### config.mk
export PLATFORM = sky130hd
export DESIGN_NAME = xml_character_escaper
export DESIGN_NICKNAME = d
export VERILOG_FILES = /design/src/rtl/core/xce_pkg.sv /design/src/rtl/core/xce_fifo.sv /design/src/rtl/core/xce_front.sv /design/src/rtl/core/xce_back.sv /design/src/rtl/core/xml_character_escaper.sv
export SDC_FILE = /design/constraint.sdc
export NUM_CORES = 1
export LEC_CHECK = 0
export ABC_AREA = 1
export BUFFER_PORTS_ARGS = -buffer_cell sky130_fd_sc_hd__buf_2
export CAP_MARGIN = 10
export CORE_MARGIN = 10
export CORE_UTILIZATION = 55
export CTS_CLUSTER_DIAMETER = 120
export DETAILED_ROUTE_END_ITERATION = 10
export GPL_TIMING_DRIVEN = 0
export HOLD_SLACK_MARGIN = 0.15
export PLACE_DENSITY = 0.74
export SLEW_MARGIN = 20
export SYNTH_ARGS = -nofsm -noshare
export SYNTH_HDL_FRONTEND = slang
export SYNTH_SLANG_ARGS = --single-unit
### constraint.sdc
create_clock -name aclk -period 3.3 [get_ports aclk]
set_input_delay 0 -clock aclk [delete_from_list [all_inputs] [get_ports aclk]]
set_output_delay 0 -clock aclk [all_outputs]
set_load 0.01 [all_outputs]
### src/rtl/core/xce_pkg.sv
// ----------------------------------------------------------------------------
// xce_pkg
// types and constants shared by the xml character escaper modules
// ----------------------------------------------------------------------------
package xce_pkg;

    localparam int FIFO_DEPTH = 4;
    localparam int UNIT_W     = 16;
    localparam int LEN_W      = 4;
    localparam int IDX_W      = 3;
    localparam int NDIG_W     = 3;
    localparam int CFG_IDX_W  = 8;
    localparam int CFG_DATA_W = 8;

    localparam logic [CFG_IDX_W-1:0] REG_QUOTE_EN   = 8'd0;
    localparam logic [CFG_IDX_W-1:0] REG_NEWLINE_EN = 8'd1;

    localparam logic [UNIT_W-1:0] CH_AMP   = 16'h0026;
    localparam logic [UNIT_W-1:0] CH_LT    = 16'h003C;
    localparam logic [UNIT_W-1:0] CH_GT    = 16'h003E;
    localparam logic [UNIT_W-1:0] CH_QUOT  = 16'h0022;
    localparam logic [UNIT_W-1:0] CH_CR    = 16'h000D;
    localparam logic [UNIT_W-1:0] CH_LF    = 16'h000A;
    localparam logic [UNIT_W-1:0] CH_HASH  = 16'h0023;
    localparam logic [UNIT_W-1:0] CH_X     = 16'h0078;
    localparam logic [UNIT_W-1:0] CH_SEMI  = 16'h003B;
    localparam logic [UNIT_W-1:0] CH_A     = 16'h0061;
    localparam logic [UNIT_W-1:0] CH_M     = 16'h006D;
    localparam logic [UNIT_W-1:0] CH_P     = 16'h0070;
    localparam logic [UNIT_W-1:0] CH_L     = 16'h006C;
    localparam logic [UNIT_W-1:0] CH_G     = 16'h0067;
    localparam logic [UNIT_W-1:0] CH_T     = 16'h0074;
    localparam logic [UNIT_W-1:0] CH_Q     = 16'h0071;
    localparam logic [UNIT_W-1:0] CH_U     = 16'h0075;
    localparam logic [UNIT_W-1:0] CH_O     = 16'h006F;
    localparam logic [UNIT_W-1:0] CH_NBSP  = 16'h00A0;
    localparam logic [UNIT_W-1:0] SP_FIRST = 16'h2002;
    localparam logic [UNIT_W-1:0] SP_LAST  = 16'h200B;
    localparam logic [UNIT_W-1:0] SP_SKIP  = 16'h2006;
    localparam logic [UNIT_W-1:0] SP_MATH  = 16'h205F;

    typedef enum logic [2:0] {
        CLS_PASS,
        CLS_AMP,
        CLS_LT,
        CLS_GT,
        CLS_QUOT,
        CLS_HEX
    } cls_t;

    typedef struct packed {
        cls_t              cls;
        logic [UNIT_W-1:0] code;
        logic [LEN_W-1:0]  len;
        logic [NDIG_W-1:0] ndig;
    } item_t;

endpackage

### src/rtl/core/xce_fifo.sv
// ----------------------------------------------------------------------------
// xce_fifo
// short queue of classified items between the front and the back end
// ----------------------------------------------------------------------------
module xce_fifo #(
    parameter int DEPTH = xce_pkg::FIFO_DEPTH
) (
    input  logic           aclk,
    input  logic           aresetn,
    input  logic           wr_valid,
    input  xce_pkg::item_t wr_item,
    output logic           full,
    output logic           rd_valid,
    output xce_pkg::item_t rd_item,
    input  logic           rd_pop
);

    localparam int AW = (DEPTH > 1) ? $clog2(DEPTH) : 1;
    localparam int CW = $clog2(DEPTH + 1);
    localparam logic [AW-1:0] LAST_PTR = AW'(DEPTH - 1);
    localparam logic [CW-1:0] FULL_CNT = CW'(DEPTH);

    xce_pkg::item_t mem_reg [DEPTH];
    logic [AW-1:0]  wr_ptr_reg, wr_ptr_next;
    logic [AW-1:0]  rd_ptr_reg, rd_ptr_next;
    logic [CW-1:0]  count_reg, count_next;
    logic           do_wr, do_rd;

    assign full     = (count_reg == FULL_CNT);
    assign rd_valid = (count_reg != '0);
    assign rd_item  = mem_reg[rd_ptr_reg];
    assign do_wr    = wr_valid && !full;
    assign do_rd    = rd_pop && rd_valid;

    always_comb begin
        wr_ptr_next = wr_ptr_reg;
        rd_ptr_next = rd_ptr_reg;
        count_next  = count_reg;
        if (do_wr) begin
            wr_ptr_next = (wr_ptr_reg == LAST_PTR) ? '0 : wr_ptr_reg + AW'(1);
        end
        if (do_rd) begin
            rd_ptr_next = (rd_ptr_reg == LAST_PTR) ? '0 : rd_ptr_reg + AW'(1);
        end
        if (do_wr && !do_rd) begin
            count_next = count_reg + CW'(1);
        end else if (do_rd && !do_wr) begin
            count_next = count_reg - CW'(1);
        end
    end

    always_ff @(posedge aclk) begin
        if (!aresetn) begin
            wr_ptr_reg <= '0;
            rd_ptr_reg <= '0;
            count_reg  <= '0;
        end else begin
            wr_ptr_reg <= wr_ptr_next;
            rd_ptr_reg <= rd_ptr_next;
            count_reg  <= count_next;
        end
    end

    always_ff @(posedge aclk) begin
        if (do_wr) begin
            mem_reg[wr_ptr_reg] <= wr_item;
        end
    end

endmodule

### src/rtl/core/xce_front.sv
// ----------------------------------------------------------------------------
// xce_front
// accepts input beats, holds the config switches and classifies each unit
// ----------------------------------------------------------------------------
module xce_front (
    input  logic                               aclk,
    input  logic                               aresetn,
    input  logic                               cfg_valid,
    output logic                               cfg_ready,
    input  logic [xce_pkg::CFG_IDX_W-1:0]      cfg_index,
    input  logic [xce_pkg::CFG_DATA_W-1:0]     cfg_data,
    input  logic                               s_valid,
    output logic                               s_ready,
    input  logic [xce_pkg::UNIT_W-1:0]         s_code_unit,
    output logic                               push_valid,
    output xce_pkg::item_t                     push_item,
    input  logic                               fifo_full
);

    logic quote_en_reg, quote_en_next;
    logic nl_en_reg, nl_en_next;
    logic listed;
    logic [xce_pkg::UNIT_W-1:0] c;

    assign cfg_ready  = 1'b1;
    assign s_ready    = !fifo_full;
    assign push_valid = s_valid;
    assign c          = s_code_unit;

    always_comb begin
        quote_en_next = quote_en_reg;
        nl_en_next    = nl_en_reg;
        if (cfg_valid) begin
            unique case (cfg_index)
                xce_pkg::REG_QUOTE_EN:   quote_en_next = cfg_data[0];
                xce_pkg::REG_NEWLINE_EN: nl_en_next    = cfg_data[0];
                default: ;
            endcase
        end
    end

    always_ff @(posedge aclk) begin
        if (!aresetn) begin
            quote_en_reg <= 1'b0;
            nl_en_reg    <= 1'b0;
        end else begin
            quote_en_reg <= quote_en_next;
            nl_en_reg    <= nl_en_next;
        end
    end

    assign listed = (c == xce_pkg::CH_NBSP) || (c == xce_pkg::SP_MATH) ||
                    ((c >= xce_pkg::SP_FIRST) && (c <= xce_pkg::SP_LAST) &&
                     (c != xce_pkg::SP_SKIP));

    always_comb begin
        push_item.code = c;
        push_item.cls  = xce_pkg::CLS_PASS;
        push_item.len  = xce_pkg::LEN_W'(1);
        push_item.ndig = xce_pkg::NDIG_W'(1);
        if (c == xce_pkg::CH_AMP) begin
            push_item.cls = xce_pkg::CLS_AMP;
            push_item.len = xce_pkg::LEN_W'(5);
        end else if (c == xce_pkg::CH_LT) begin
            push_item.cls = xce_pkg::CLS_LT;
            push_item.len = xce_pkg::LEN_W'(4);
        end else if (c == xce_pkg::CH_GT) begin
            push_item.cls = xce_pkg::CLS_GT;
            push_item.len = xce_pkg::LEN_W'(4);
        end else if (listed) begin
            push_item.cls = xce_pkg::CLS_HEX;
            if (c == xce_pkg::CH_NBSP) begin
                push_item.ndig = xce_pkg::NDIG_W'(2);
                push_item.len  = xce_pkg::LEN_W'(6);
            end else begin
                push_item.ndig = xce_pkg::NDIG_W'(4);
                push_item.len  = xce_pkg::LEN_W'(8);
            end
        end else if (quote_en_reg && (c == xce_pkg::CH_QUOT)) begin
            push_item.cls = xce_pkg::CLS_QUOT;
            push_item.len = xce_pkg::LEN_W'(6);
        end else if (nl_en_reg && ((c == xce_pkg::CH_CR) || (c == xce_pkg::CH_LF))) begin
            push_item.cls  = xce_pkg::CLS_HEX;
            push_item.ndig = xce_pkg::NDIG_W'(1);
            push_item.len  = xce_pkg::LEN_W'(5);
        end
    end

endmodule

### src/rtl/core/xce_back.sv
// ----------------------------------------------------------------------------
// xce_back
// walks queued items into the output reg one unit per cycle, unless stalled
// ----------------------------------------------------------------------------
module xce_back (
    input  logic                       aclk,
    input  logic                       aresetn,
    input  logic                       rd_valid,
    input  xce_pkg::item_t             rd_item,
    output logic                       rd_pop,
    output logic                       m_valid,
    input  logic                       m_ready,
    output logic [xce_pkg::UNIT_W-1:0] m_out_unit,
    output logic                       m_run_end
);

    function automatic logic [xce_pkg::UNIT_W-1:0] hex_char(input logic [3:0] nib);
        logic [xce_pkg::UNIT_W-1:0] n16;
        n16 = {12'h000, nib};
        return (nib < 4'd10) ? (16'h0030 + n16) : (16'h0057 + n16);
    endfunction

    function automatic logic [xce_pkg::UNIT_W-1:0] unit_at(
        input xce_pkg::item_t          it,
        input logic [xce_pkg::IDX_W-1:0] idx
    );
        logic [xce_pkg::UNIT_W-1:0] u;
        logic [xce_pkg::IDX_W-1:0]  j;
        logic [xce_pkg::NDIG_W-1:0] dsel;
        logic [3:0]                 nib;
        u    = xce_pkg::CH_SEMI;
        j    = idx - xce_pkg::IDX_W'(3);
        dsel = it.ndig - xce_pkg::NDIG_W'(1) - xce_pkg::NDIG_W'(j);
        case (dsel[1:0])
            2'd0:    nib = it.code[3:0];
            2'd1:    nib = it.code[7:4];
            2'd2:    nib = it.code[11:8];
            default: nib = it.code[15:12];
        endcase
        case (it.cls)
            xce_pkg::CLS_PASS: u = it.code;
            xce_pkg::CLS_AMP: begin
                case (idx)
                    3'd0:    u = xce_pkg::CH_AMP;
                    3'd1:    u = xce_pkg::CH_A;
                    3'd2:    u = xce_pkg::CH_M;
                    3'd3:    u = xce_pkg::CH_P;
                    default: u = xce_pkg::CH_SEMI;
                endcase
            end
            xce_pkg::CLS_LT: begin
                case (idx)
                    3'd0:    u = xce_pkg::CH_AMP;
                    3'd1:    u = xce_pkg::CH_L;
                    3'd2:    u = xce_pkg::CH_T;
                    default: u = xce_pkg::CH_SEMI;
                endcase
            end
            xce_pkg::CLS_GT: begin
                case (idx)
                    3'd0:    u = xce_pkg::CH_AMP;
                    3'd1:    u = xce_pkg::CH_G;
                    3'd2:    u = xce_pkg::CH_T;
                    default: u = xce_pkg::CH_SEMI;
                endcase
            end
            xce_pkg::CLS_QUOT: begin
                case (idx)
                    3'd0:    u = xce_pkg::CH_AMP;
                    3'd1:    u = xce_pkg::CH_Q;
                    3'd2:    u = xce_pkg::CH_U;
                    3'd3:    u = xce_pkg::CH_O;
                    3'd4:    u = xce_pkg::CH_T;
                    default: u = xce_pkg::CH_SEMI;
                endcase
            end
            xce_pkg::CLS_HEX: begin
                if (idx == 3'd0) begin
                    u = xce_pkg::CH_AMP;
                end else if (idx == 3'd1) begin
                    u = xce_pkg::CH_HASH;
                end else if (idx == 3'd2) begin
                    u = xce_pkg::CH_X;
                end else if (xce_pkg::NDIG_W'(j) < it.ndig) begin
                    u = hex_char(nib);
                end else begin
                    u = xce_pkg::CH_SEMI;
                end
            end
            default: u = it.code;
        endcase
        return u;
    endfunction

    xce_pkg::item_t               cur_reg, cur_next;
    logic                         cur_valid_reg, cur_valid_next;
    logic [xce_pkg::IDX_W-1:0]    idx_reg, idx_next;
    logic                         out_valid_reg, out_valid_next;
    logic [xce_pkg::UNIT_W-1:0]   out_unit_reg, out_unit_next;
    logic                         out_end_reg, out_end_next;
    logic                         emit, is_last;

    assign emit    = cur_valid_reg && (!out_valid_reg || m_ready);
    assign is_last = ({1'b0, idx_reg} == (cur_reg.len - xce_pkg::LEN_W'(1)));
    assign rd_pop  = rd_valid && (!cur_valid_reg || (emit && is_last));

    assign m_valid    = out_valid_reg;
    assign m_out_unit = out_unit_reg;
    assign m_run_end  = out_end_reg;

    always_comb begin
        cur_next       = cur_reg;
        cur_valid_next = cur_valid_reg;
        idx_next       = idx_reg;
        if (rd_pop) begin
            cur_next       = rd_item;
            cur_valid_next = 1'b1;
            idx_next       = '0;
        end else if (emit && is_last) begin
            cur_valid_next = 1'b0;
        end else if (emit) begin
            idx_next = idx_reg + xce_pkg::IDX_W'(1);
        end
    end

    always_comb begin
        out_valid_next = out_valid_reg;
        out_unit_next  = out_unit_reg;
        out_end_next   = out_end_reg;
        if (emit) begin
            out_valid_next = 1'b1;
            out_unit_next  = unit_at(cur_reg, idx_reg);
            out_end_next   = is_last;
        end else if (m_ready) begin
            out_valid_next = 1'b0;
        end
    end

    always_ff @(posedge aclk) begin
        if (!aresetn) begin
            cur_valid_reg <= 1'b0;
            idx_reg       <= '0;
            out_valid_reg <= 1'b0;
        end else begin
            cur_valid_reg <= cur_valid_next;
            idx_reg       <= idx_next;
            out_valid_reg <= out_valid_next;
        end
    end

    always_ff @(posedge aclk) begin
        cur_reg      <= cur_next;
        out_unit_reg <= out_unit_next;
        out_end_reg  <= out_end_next;
    end

endmodule

### src/rtl/core/xml_character_escaper.sv
// ----------------------------------------------------------------------------
// xml_character_escaper
// escapes a utf-16 stream for xml text, one input unit to a run of 1 to 8 units
// ----------------------------------------------------------------------------
// a beat goes through the queue and the current-item register to the output
// throughput: one output beat per cycle while m_ready is high, from the single
//   back-end emit unit; a passed unit is one beat, an escape its run length
// the 4-entry queue lets input beats keep flowing while an escape is emitted
// reset: synchronous, clears both config switches, the queue and the output
module xml_character_escaper #(
    parameter int FIFO_DEPTH = xce_pkg::FIFO_DEPTH
) (
    input  logic                           aclk,
    input  logic                           aresetn,
    input  logic                           cfg_valid,
    output logic                           cfg_ready,
    input  logic [xce_pkg::CFG_IDX_W-1:0]  cfg_index,
    input  logic [xce_pkg::CFG_DATA_W-1:0] cfg_data,
    input  logic                           s_valid,
    output logic                           s_ready,
    input  logic [xce_pkg::UNIT_W-1:0]     s_code_unit,
    output logic                           m_valid,
    input  logic                           m_ready,
    output logic [xce_pkg::UNIT_W-1:0]     m_out_unit,
    output logic                           m_run_end
);

    logic           push_valid;
    xce_pkg::item_t push_item;
    logic           fifo_full;
    logic           rd_valid;
    xce_pkg::item_t rd_item;
    logic           rd_pop;

    xce_front u_front (
        .aclk        (aclk),
        .aresetn     (aresetn),
        .cfg_valid   (cfg_valid),
        .cfg_ready   (cfg_ready),
        .cfg_index   (cfg_index),
        .cfg_data    (cfg_data),
        .s_valid     (s_valid),
        .s_ready     (s_ready),
        .s_code_unit (s_code_unit),
        .push_valid  (push_valid),
        .push_item   (push_item),
        .fifo_full   (fifo_full)
    );

    xce_fifo #(
        .DEPTH (FIFO_DEPTH)
    ) u_fifo (
        .aclk     (aclk),
        .aresetn  (aresetn),
        .wr_valid (push_valid),
        .wr_item  (push_item),
        .full     (fifo_full),
        .rd_valid (rd_valid),
        .rd_item  (rd_item),
        .rd_pop   (rd_pop)
    );

    xce_back u_back (
        .aclk       (aclk),
        .aresetn    (aresetn),
        .rd_valid   (rd_valid),
        .rd_item    (rd_item),
        .rd_pop     (rd_pop),
        .m_valid    (m_valid),
        .m_ready    (m_ready),
        .m_out_unit (m_out_unit),
        .m_run_end  (m_run_end)
    );

endmodule

# [Word level (Yosys, flattened, before mapping)]
# Memory sizes are Yosys's and may differ from the RTL's. A register that Yosys moved wholly into a read port is not among the register bits.
# Cells that the tools add are included.
[op_classes] magnitude_cmp=4 mux=39 bitwise=2 addsub=11 reduce_logical=32 eq_ne=25
[op_table] op="two-way mux 16 bit" count=5
[op_table] op="one-hot mux 16 bit (5 select lines)" count=1
[op_table] op="equality test 16 x 6 -> 1 bit, second input constant" count=4
[op_table] op="one-hot mux 7 bit (3 select lines)" count=2
[op_table] op="two-way mux 3 bit" count=12
[op_table] op="one-hot mux 7 bit (5 select lines)" count=1
[op_table] op="equality test 16 x 4 -> 1 bit, second input constant" count=2
[op_table] op="one-hot mux 7 bit (4 select lines)" count=1
[op_table] op="two-way mux 4 bit" count=5
[op_table] op="equality test 16 x 14 -> 1 bit, second input constant" count=1
[op_table] op="equality test 16 x 8 -> 1 bit, second input constant" count=1
[op_table] op="greater-or-equal comparator 16 x 14 -> 1 bit, second input constant" count=1
[op_table] op="less-or-equal comparator 16 x 14 -> 1 bit, second input constant" count=1
[op_table] op="!= test 16 x 14 -> 1 bit, second input constant" count=1
[op_table] op="two-way mux 7 bit" count=2
[op_table] op="equality test 3 x 2 -> 1 bit, second input constant" count=4
[op_table] op="equality test 3 bit, second input constant" count=4
[op_table] op="one-hot mux 4 bit (3 select lines)" count=1
[op_table] op="logical AND 1 bit" count=11
[op_table] op="adder 7 x 4 -> 8 bit, first input constant" count=1
[op_table] op="equality test 8 x 1 -> 1 bit, second input constant" count=1
[op_table] op="logical NOT 8 bit" count=1
[op_table] op="adder 6 x 4 -> 7 bit, first input constant" count=1
[op_table] op="adder 3 x 1 -> 3 bit, second input constant" count=2
[op_table] op="other kinds (24)" count=47
[word_totals] output_inout_bits=20 mem_bits_rw=104 word_cells=124 register_bits=31 n_memories=1
[memory_table] memory="u_fifo.mem_reg" depth=4 word_bits=26 rd=1 rd_ports_with_merged_regs=1 wr=1 line="xce_fifo.sv:23" rtl="xce_pkg::item_t mem_reg [DEPTH];"

# [Logic depth before layout (Yosys ltp)]
[logic_depth] word_depth=12 depth_mapped=18 mapped_depth_nobuf=18

# [Cells and area by module]
# A second synthesis with hierarchy kept.
[hier_totals] hier_cells=711 area_unflattened_um2=7577.3
[modules_own_cells] mod="xce_fifo" area_each_um2=4341.7 instances=1 cells_each=322
[modules_own_cells] mod="xce_back" area_each_um2=2625.0 instances=1 cells_each=276
[modules_own_cells] mod="xce_front" area_each_um2=610.6 instances=1 cells_each=113

# [Worst setup path after synthesis]
# Ideal clock, no wire load.
[synth_timing] kind="reg-to-reg" from="register, netlist name u_back.cur_reg[3]" to="register u_fifo.count_reg[1]" arrival_time_ns=2.707 n_path_buf=0 required_ns=3.184 path_stages_with_launch=15 slack_ns=0.477 synth_period_minus_slack_ns=2.823 path_cell_list="edfxtp_1 inv_1 ha_1 xnor2_1 a21oi_1 nand3_2 o21ai_2 inv_2 nor2_4 inv_2 ha_1 inv_1 fa_1 o21ai_0 nor2_1"
[synth_between] elab_chain_cells=9 elab_cells_between_ends=11 classes_between="add/sub: 1; eq/ne: 1; mux: 1; reduce/logical: 8"
[synth_rtl] element="subtractor 4 x 1 -> 4 bit" line="xce_back.sv:104" rtl="assign is_last = ({1'b0, idx_reg} == (cur_reg.len - xce_pkg::LEN_W'(1)));"
[synth_rtl] element="equality test 3 x 4 -> 1 bit" line="xce_back.sv:104"
[synth_rtl] element="logical AND 1 bit" line="xce_back.sv:105" rtl="assign rd_pop = rd_valid && (!cur_valid_reg || (emit && is_last));"
[synth_rtl] element="logical OR 1 bit" line="xce_back.sv:105"
[synth_rtl] element="logical AND 1 bit" line="xce_back.sv:105"
[synth_rtl] element="net rd_pop" line="xml_character_escaper.sv:33" rtl="logic rd_pop;"
[synth_rtl] element="logical AND 1 bit" line="xce_fifo.sv:33" rtl="assign do_rd = rd_pop && rd_valid;"
[synth_rtl] element="logical NOT 1 bit" line="xce_fifo.sv:45" rtl="if (do_wr && !do_rd) begin"
[synth_rtl] element="logical AND 1 bit" line="xce_fifo.sv:45"
[synth_rtl] element="two-way mux 3 bit" line="xce_fifo.sv:45"
[synth_rtl] element="net u_fifo.count_next[1]" line="xce_fifo.sv:26" rtl="logic [CW-1:0] count_reg, count_next;"
[synth_rtl] element="end signal: assignment" line="xce_fifo.sv:60" rtl="count_reg <= count_next;"
[synth_rtl] element="end: declaration" line="xce_fifo.sv:26"
# The timed path passes the listed nets, and every way through them passes these cells.
# A chain may end at the register's enable or synchronous reset.

# [Final worst setup path]
[layout_timing] from="register u_back.idx_reg[0] in the netlist's numbering" to="register u_back.out_unit_reg, in the netlist u_back.m_out_unit[4], data pin"
[layout_between] elab_chain_cells=12 elab_cells_between_ends=26 classes_between="add/sub: 4; order compare: 2; eq/ne: 6; mux: 12; reduce/logical: 2"
[layout_rtl] element="start: declaration" line="xce_back.sv:97" rtl="logic [xce_pkg::IDX_W-1:0] idx_reg, idx_next;"
[layout_rtl] element="start signal: assignment" line="xce_back.sv:146" rtl="idx_reg <= idx_next;"
[layout_rtl] element="subtractor 3 x 2 -> 3 bit" line="xce_back.sv:32" rtl="j = idx - xce_pkg::IDX_W'(3);"
[layout_rtl] element="subtractor 2 bit" line="xce_back.sv:33" rtl="dsel = it.ndig - xce_pkg::NDIG_W'(1) - xce_pkg::NDIG_W'(j);"
[layout_rtl] element="equality test 2 bit, or another cell as far along" line="xce_back.sv:34" rtl="case (dsel[1:0])"
[layout_rtl] element="one-hot mux 4 bit (3 select lines)" line="xce_back.sv:34"
[layout_rtl] element="two-way mux 4 bit" line="xce_back.sv:130" rtl="if (emit) begin"
[layout_rtl] element="adder 7 x 4 -> 8 bit, or another cell as far along" line="xce_back.sv:20" rtl="return (nib < 4'd10) ? (16'h0030 + n16) : (16'h0057 + n16);"
[layout_rtl] element="two-way mux 16 bit" line="xce_back.sv:20"
[layout_rtl] element="two-way mux 16 bit" line="xce_back.sv:84" rtl="end else if (xce_pkg::NDIG_W'(j) < it.ndig) begin"
[layout_rtl] element="two-way mux 16 bit" line="xce_back.sv:82" rtl="end else if (idx == 3'd2) begin"
[layout_rtl] element="two-way mux 16 bit" line="xce_back.sv:80" rtl="end else if (idx == 3'd1) begin"
[layout_rtl] element="two-way mux 16 bit" line="xce_back.sv:78" rtl="if (idx == 3'd0) begin"
[layout_rtl] element="one-hot mux 16 bit (5 select lines) *" line="xce_back.sv:40" rtl="case (it.cls)"
[layout_rtl] element="end signal: assignment" line="xce_back.sv:153" rtl="out_unit_reg <= out_unit_next;"
[layout_rtl] element="end: declaration" line="xce_back.sv:99" rtl="logic [xce_pkg::UNIT_W-1:0] out_unit_reg, out_unit_next;"
# Every way passes the cells marked *; elsewhere a longest branch is shown, timed or not. The select of a mux whose other input is x is not followed.

==> out/summary.txt <==
=================================================================================
Placed wire-length estimate after detailed placement ...............    10,790 µm
Layout overhead on the synthesized area ............................       20.76%
Data required time of the worst path ...............................      3.46 ns
Post-Syn Instances .................................................          636
Post-Synthesis Mean Instance Area ..................................    11.03 µm²
Combined area of all synthesized cells .............................     7014 µm²
Synthesized netlist net count ......................................          690
Register clock-pin slew on the reported worst setup and hold paths .      0.06 ns
Floorplan die width ................................................     132.9 µm
Overall Global Routing Usage .......................................       18.71%
Std-Cell Core Area .................................................   12,570 µm²
Largest fanout of any net on the critical path .....................            8
Average via count per standard cell ................................        5.544
Max-slew violation count ...........................................            0
Post-route DRC violation count .....................................            0
1st-iter DRT viols .................................................          419
Final Critical Period ..............................................     3.023 ns
Number of buffers on the longest clock path ........................            2
Worst Tran Pin Value ...............................................    0.9844 ns
Number of gates resized after CTS ..................................            0
Power density normalized to cell area .............................. 956.0 nW/µm²
First-pass iteration count of the detailed router ..................            5
Worst IR Drop VDD ..................................................    0.4434 mV
Classification of the worst-slack hold path ........................ input port to flop
Total CTS buffers ..................................................           17
Wire length per cell ...............................................     17.56 µm
H-tree level count .................................................            4
Leakage ............................................................     3.331 nW
Setup-violating endpoint count in the final report .................            0
Sequential area share after synthesis ..............................       64.79%
Post-route clock period utilization ................................       91.60%
Number of flip-flops and latches in the synthesized netlist ........          156
Number of inserted diodes ..........................................            0
Starting density of the core .......................................       55.81%
Total Negative Setup Slacks ........................................         0 ns
Fmax achieved ......................................................   0.3308 GHz
Warnings, synthesis ................................................            0
Max FFs per register ...............................................          100
Row cnt ............................................................           41
Total of buffers placed on input and output ports ..................           47
Grt ovf ............................................................            0
Number of max-cap violations .......................................            0
DRT antenna net count ..............................................            0
Worst relative slew slack ..........................................       33.77%
Cell chosen for the clock root .....................................    clkbuf_16
Insertion delay of the later-clocked pin in the worst-skew pair ....      0.43 ns
Worst Skew .........................................................  0.007940 ns
Most common cell after layout, fill and taps aside .................     edfxtp_1
Most used cells in the layout excluding fill and tap cells ......... edfxtp_1, nor2_1, inv_1
Share of layout cells above drive strength 1 .......................       16.49%
Inst Count DP ......................................................          860
Die Outline Area ...................................................   17,670 µm²
Routability cong. ..................................................       0.9155
Num Clock Sinks ....................................................          156
Synth cell types ...................................................           43
Critical path endpoint category ....................................         flop
Critical Path AT ...................................................      3.19 ns
TritonCTS clock tree ...............................................          yes
Total vias in the final route ......................................        5,089
Largest net degree at the start of global routing ..................           27
Fill cell instance count of the final layout .......................          905
Cell Count, Final, Fillers Out .....................................          918
WS Path Type ....................................................... flop to flop
Type of element launching the critical path ........................         flop
Hold violation count in the final report ...........................            0
Vias in the first global route .....................................        5,171
Sum of routed wire length over all layers ..........................    16,120 µm
Top-level I/O count ................................................           57
Number of antenna violations at the first check in global routing ..            0
Count of buffers added by post-CTS timing repair for setup .........            0
Layout net count ...................................................          787
Wire length of the first global-routing pass .......................    26,060 µm
Status ............................................................. finished clean
Setup repair after global routing missed its margin ................           no
Overall die height .................................................     132.9 µm
=================================================================================
[kinds of logic after synthesis]
| logic type | share of synthesized area (%) |
|---|---|
| simple gates | 15.00 |
| flops | 64.79 |
| compound gates | 11.20 |
| buf+inv | 5.316 |
| fa+ha+maj | 3.139 |
| xor+xnor | 0.4996 |
| other cells | 0.05346 |
[where the power goes]
part	switching (mW)	internal, mW	total (mW)
Combinational	2.12	1.03	3.15
Clock	0.765	1.21	1.97
Sequential	0.191	2.78	2.97
Total	3.07	5.02	8.10
[area by class of cell]
| class | instances | area (µm²) | area share (%) |
|---|---|---|---|
| clock inverters | 10 | 141.4 | 1.669 |
| clock buffers | 22 | 454.2 | 5.362 |
| flip-flops and latches | 156 | 4544 | 53.65 |
| well taps | 172 | 215.2 | 2.541 |
| multi-input cells | 383 | 2136 | 25.21 |
| inverters | 80 | 300.3 | 3.545 |
| plain buffers | 18 | 72.57 | 0.8567 |
| repair buffers | 77 | 606.8 | 7.164 |
[worst max-delay path, stage by stage, from the launching register on]
cell and delay, ns:
dfxtp_1 0.46, inv_1 0.16, ha_1 0.35, ha_1 0.37, inv_1 0.09, nand2_2 0.10, nand2_4 0.09, nor2_4 0.12
inv_2 0.06, nor2_4 0.09, nor2_4 0.06, ha_1 0.19, nand2_1 0.11, nand2_1 0.05, o21ai_0 0.23, o21a_1 0.16
nand4_1 0.07
[cell usage after synthesis, drive strengths merged]
master,count,share of area (%)
edfxtp,142,61
nor2,101,6.0
inv,80,4.3
o21ai,76,5.6
nand2,62,3.8
a21oi,28,2.1
nand3,27,2.1
o22ai,25,2.2
ha,16,2.9
clkbuf,15,0.80
dfxtp,14,4.0
nand4,9,1.0
nor4,8,0.93
nor3,7,0.50
a211oi,3,0.32
buf,3,0.23
nand3b,2,0.21
o211ai,2,0.21
or2,2,0.18
xnor2,2,0.25
xor2,2,0.25
a21boi,1,0.11
a21o,1,0.11
and2,1,0.089
conb,1,0.053
fa,1,0.29
o2111ai,1,0.12
o21a,1,0.11
o32ai,1,0.12
o41ai,1,0.12
or4,1,0.11
[per-layer routing]
metal | vias up | routed length, µm | GRT usage (%)
li1 | 2435 | - | -
met2 | 185 | 8389 | 32.57
met4 | 0 | 337 | 7.518
met1 | 2441 | 6386 | 21.32
met3 | 28 | 1006 | 5.034
met5 | - | 0 | 0
[stage by stage]
step                area (µm²)  hold WS, ns  total power, mW  util, %  setup WS (ns)
floorplan                 7014      0.09887            5.155        -         0.4772
global placement          7465       0.2257            5.928    59.39         0.2303
detailed placement        7619       0.2379            6.103    60.62         0.1209
CTS                       8464       0.1987            8.103    67.35         0.1138
global route              8471       0.2525            8.639    67.40       0.005174
finish                    8471       0.2077            8.098    67.40         0.2773
[worst paths after layout]
check,depth (start not counted),end,slack (ns),start
max reg2reg,16,u_back.m_out_unit[4],0.28,u_back.idx_reg[0]
min reg2reg,2,u_fifo.count_reg[2],0.49,u_fifo.count_reg[2]
max,16,u_back.m_out_unit[4],0.28,u_back.idx_reg[0]
min,3,u_fifo.wr_ptr_reg[1],0.21,s_valid
[timing repair]
action,CTS,global route
endpoints found under the hold margin,83,0
endpoints found under the setup margin,0,2
hold buffers,25,0
Note: power is estimated with default switching activity, not from simulation.
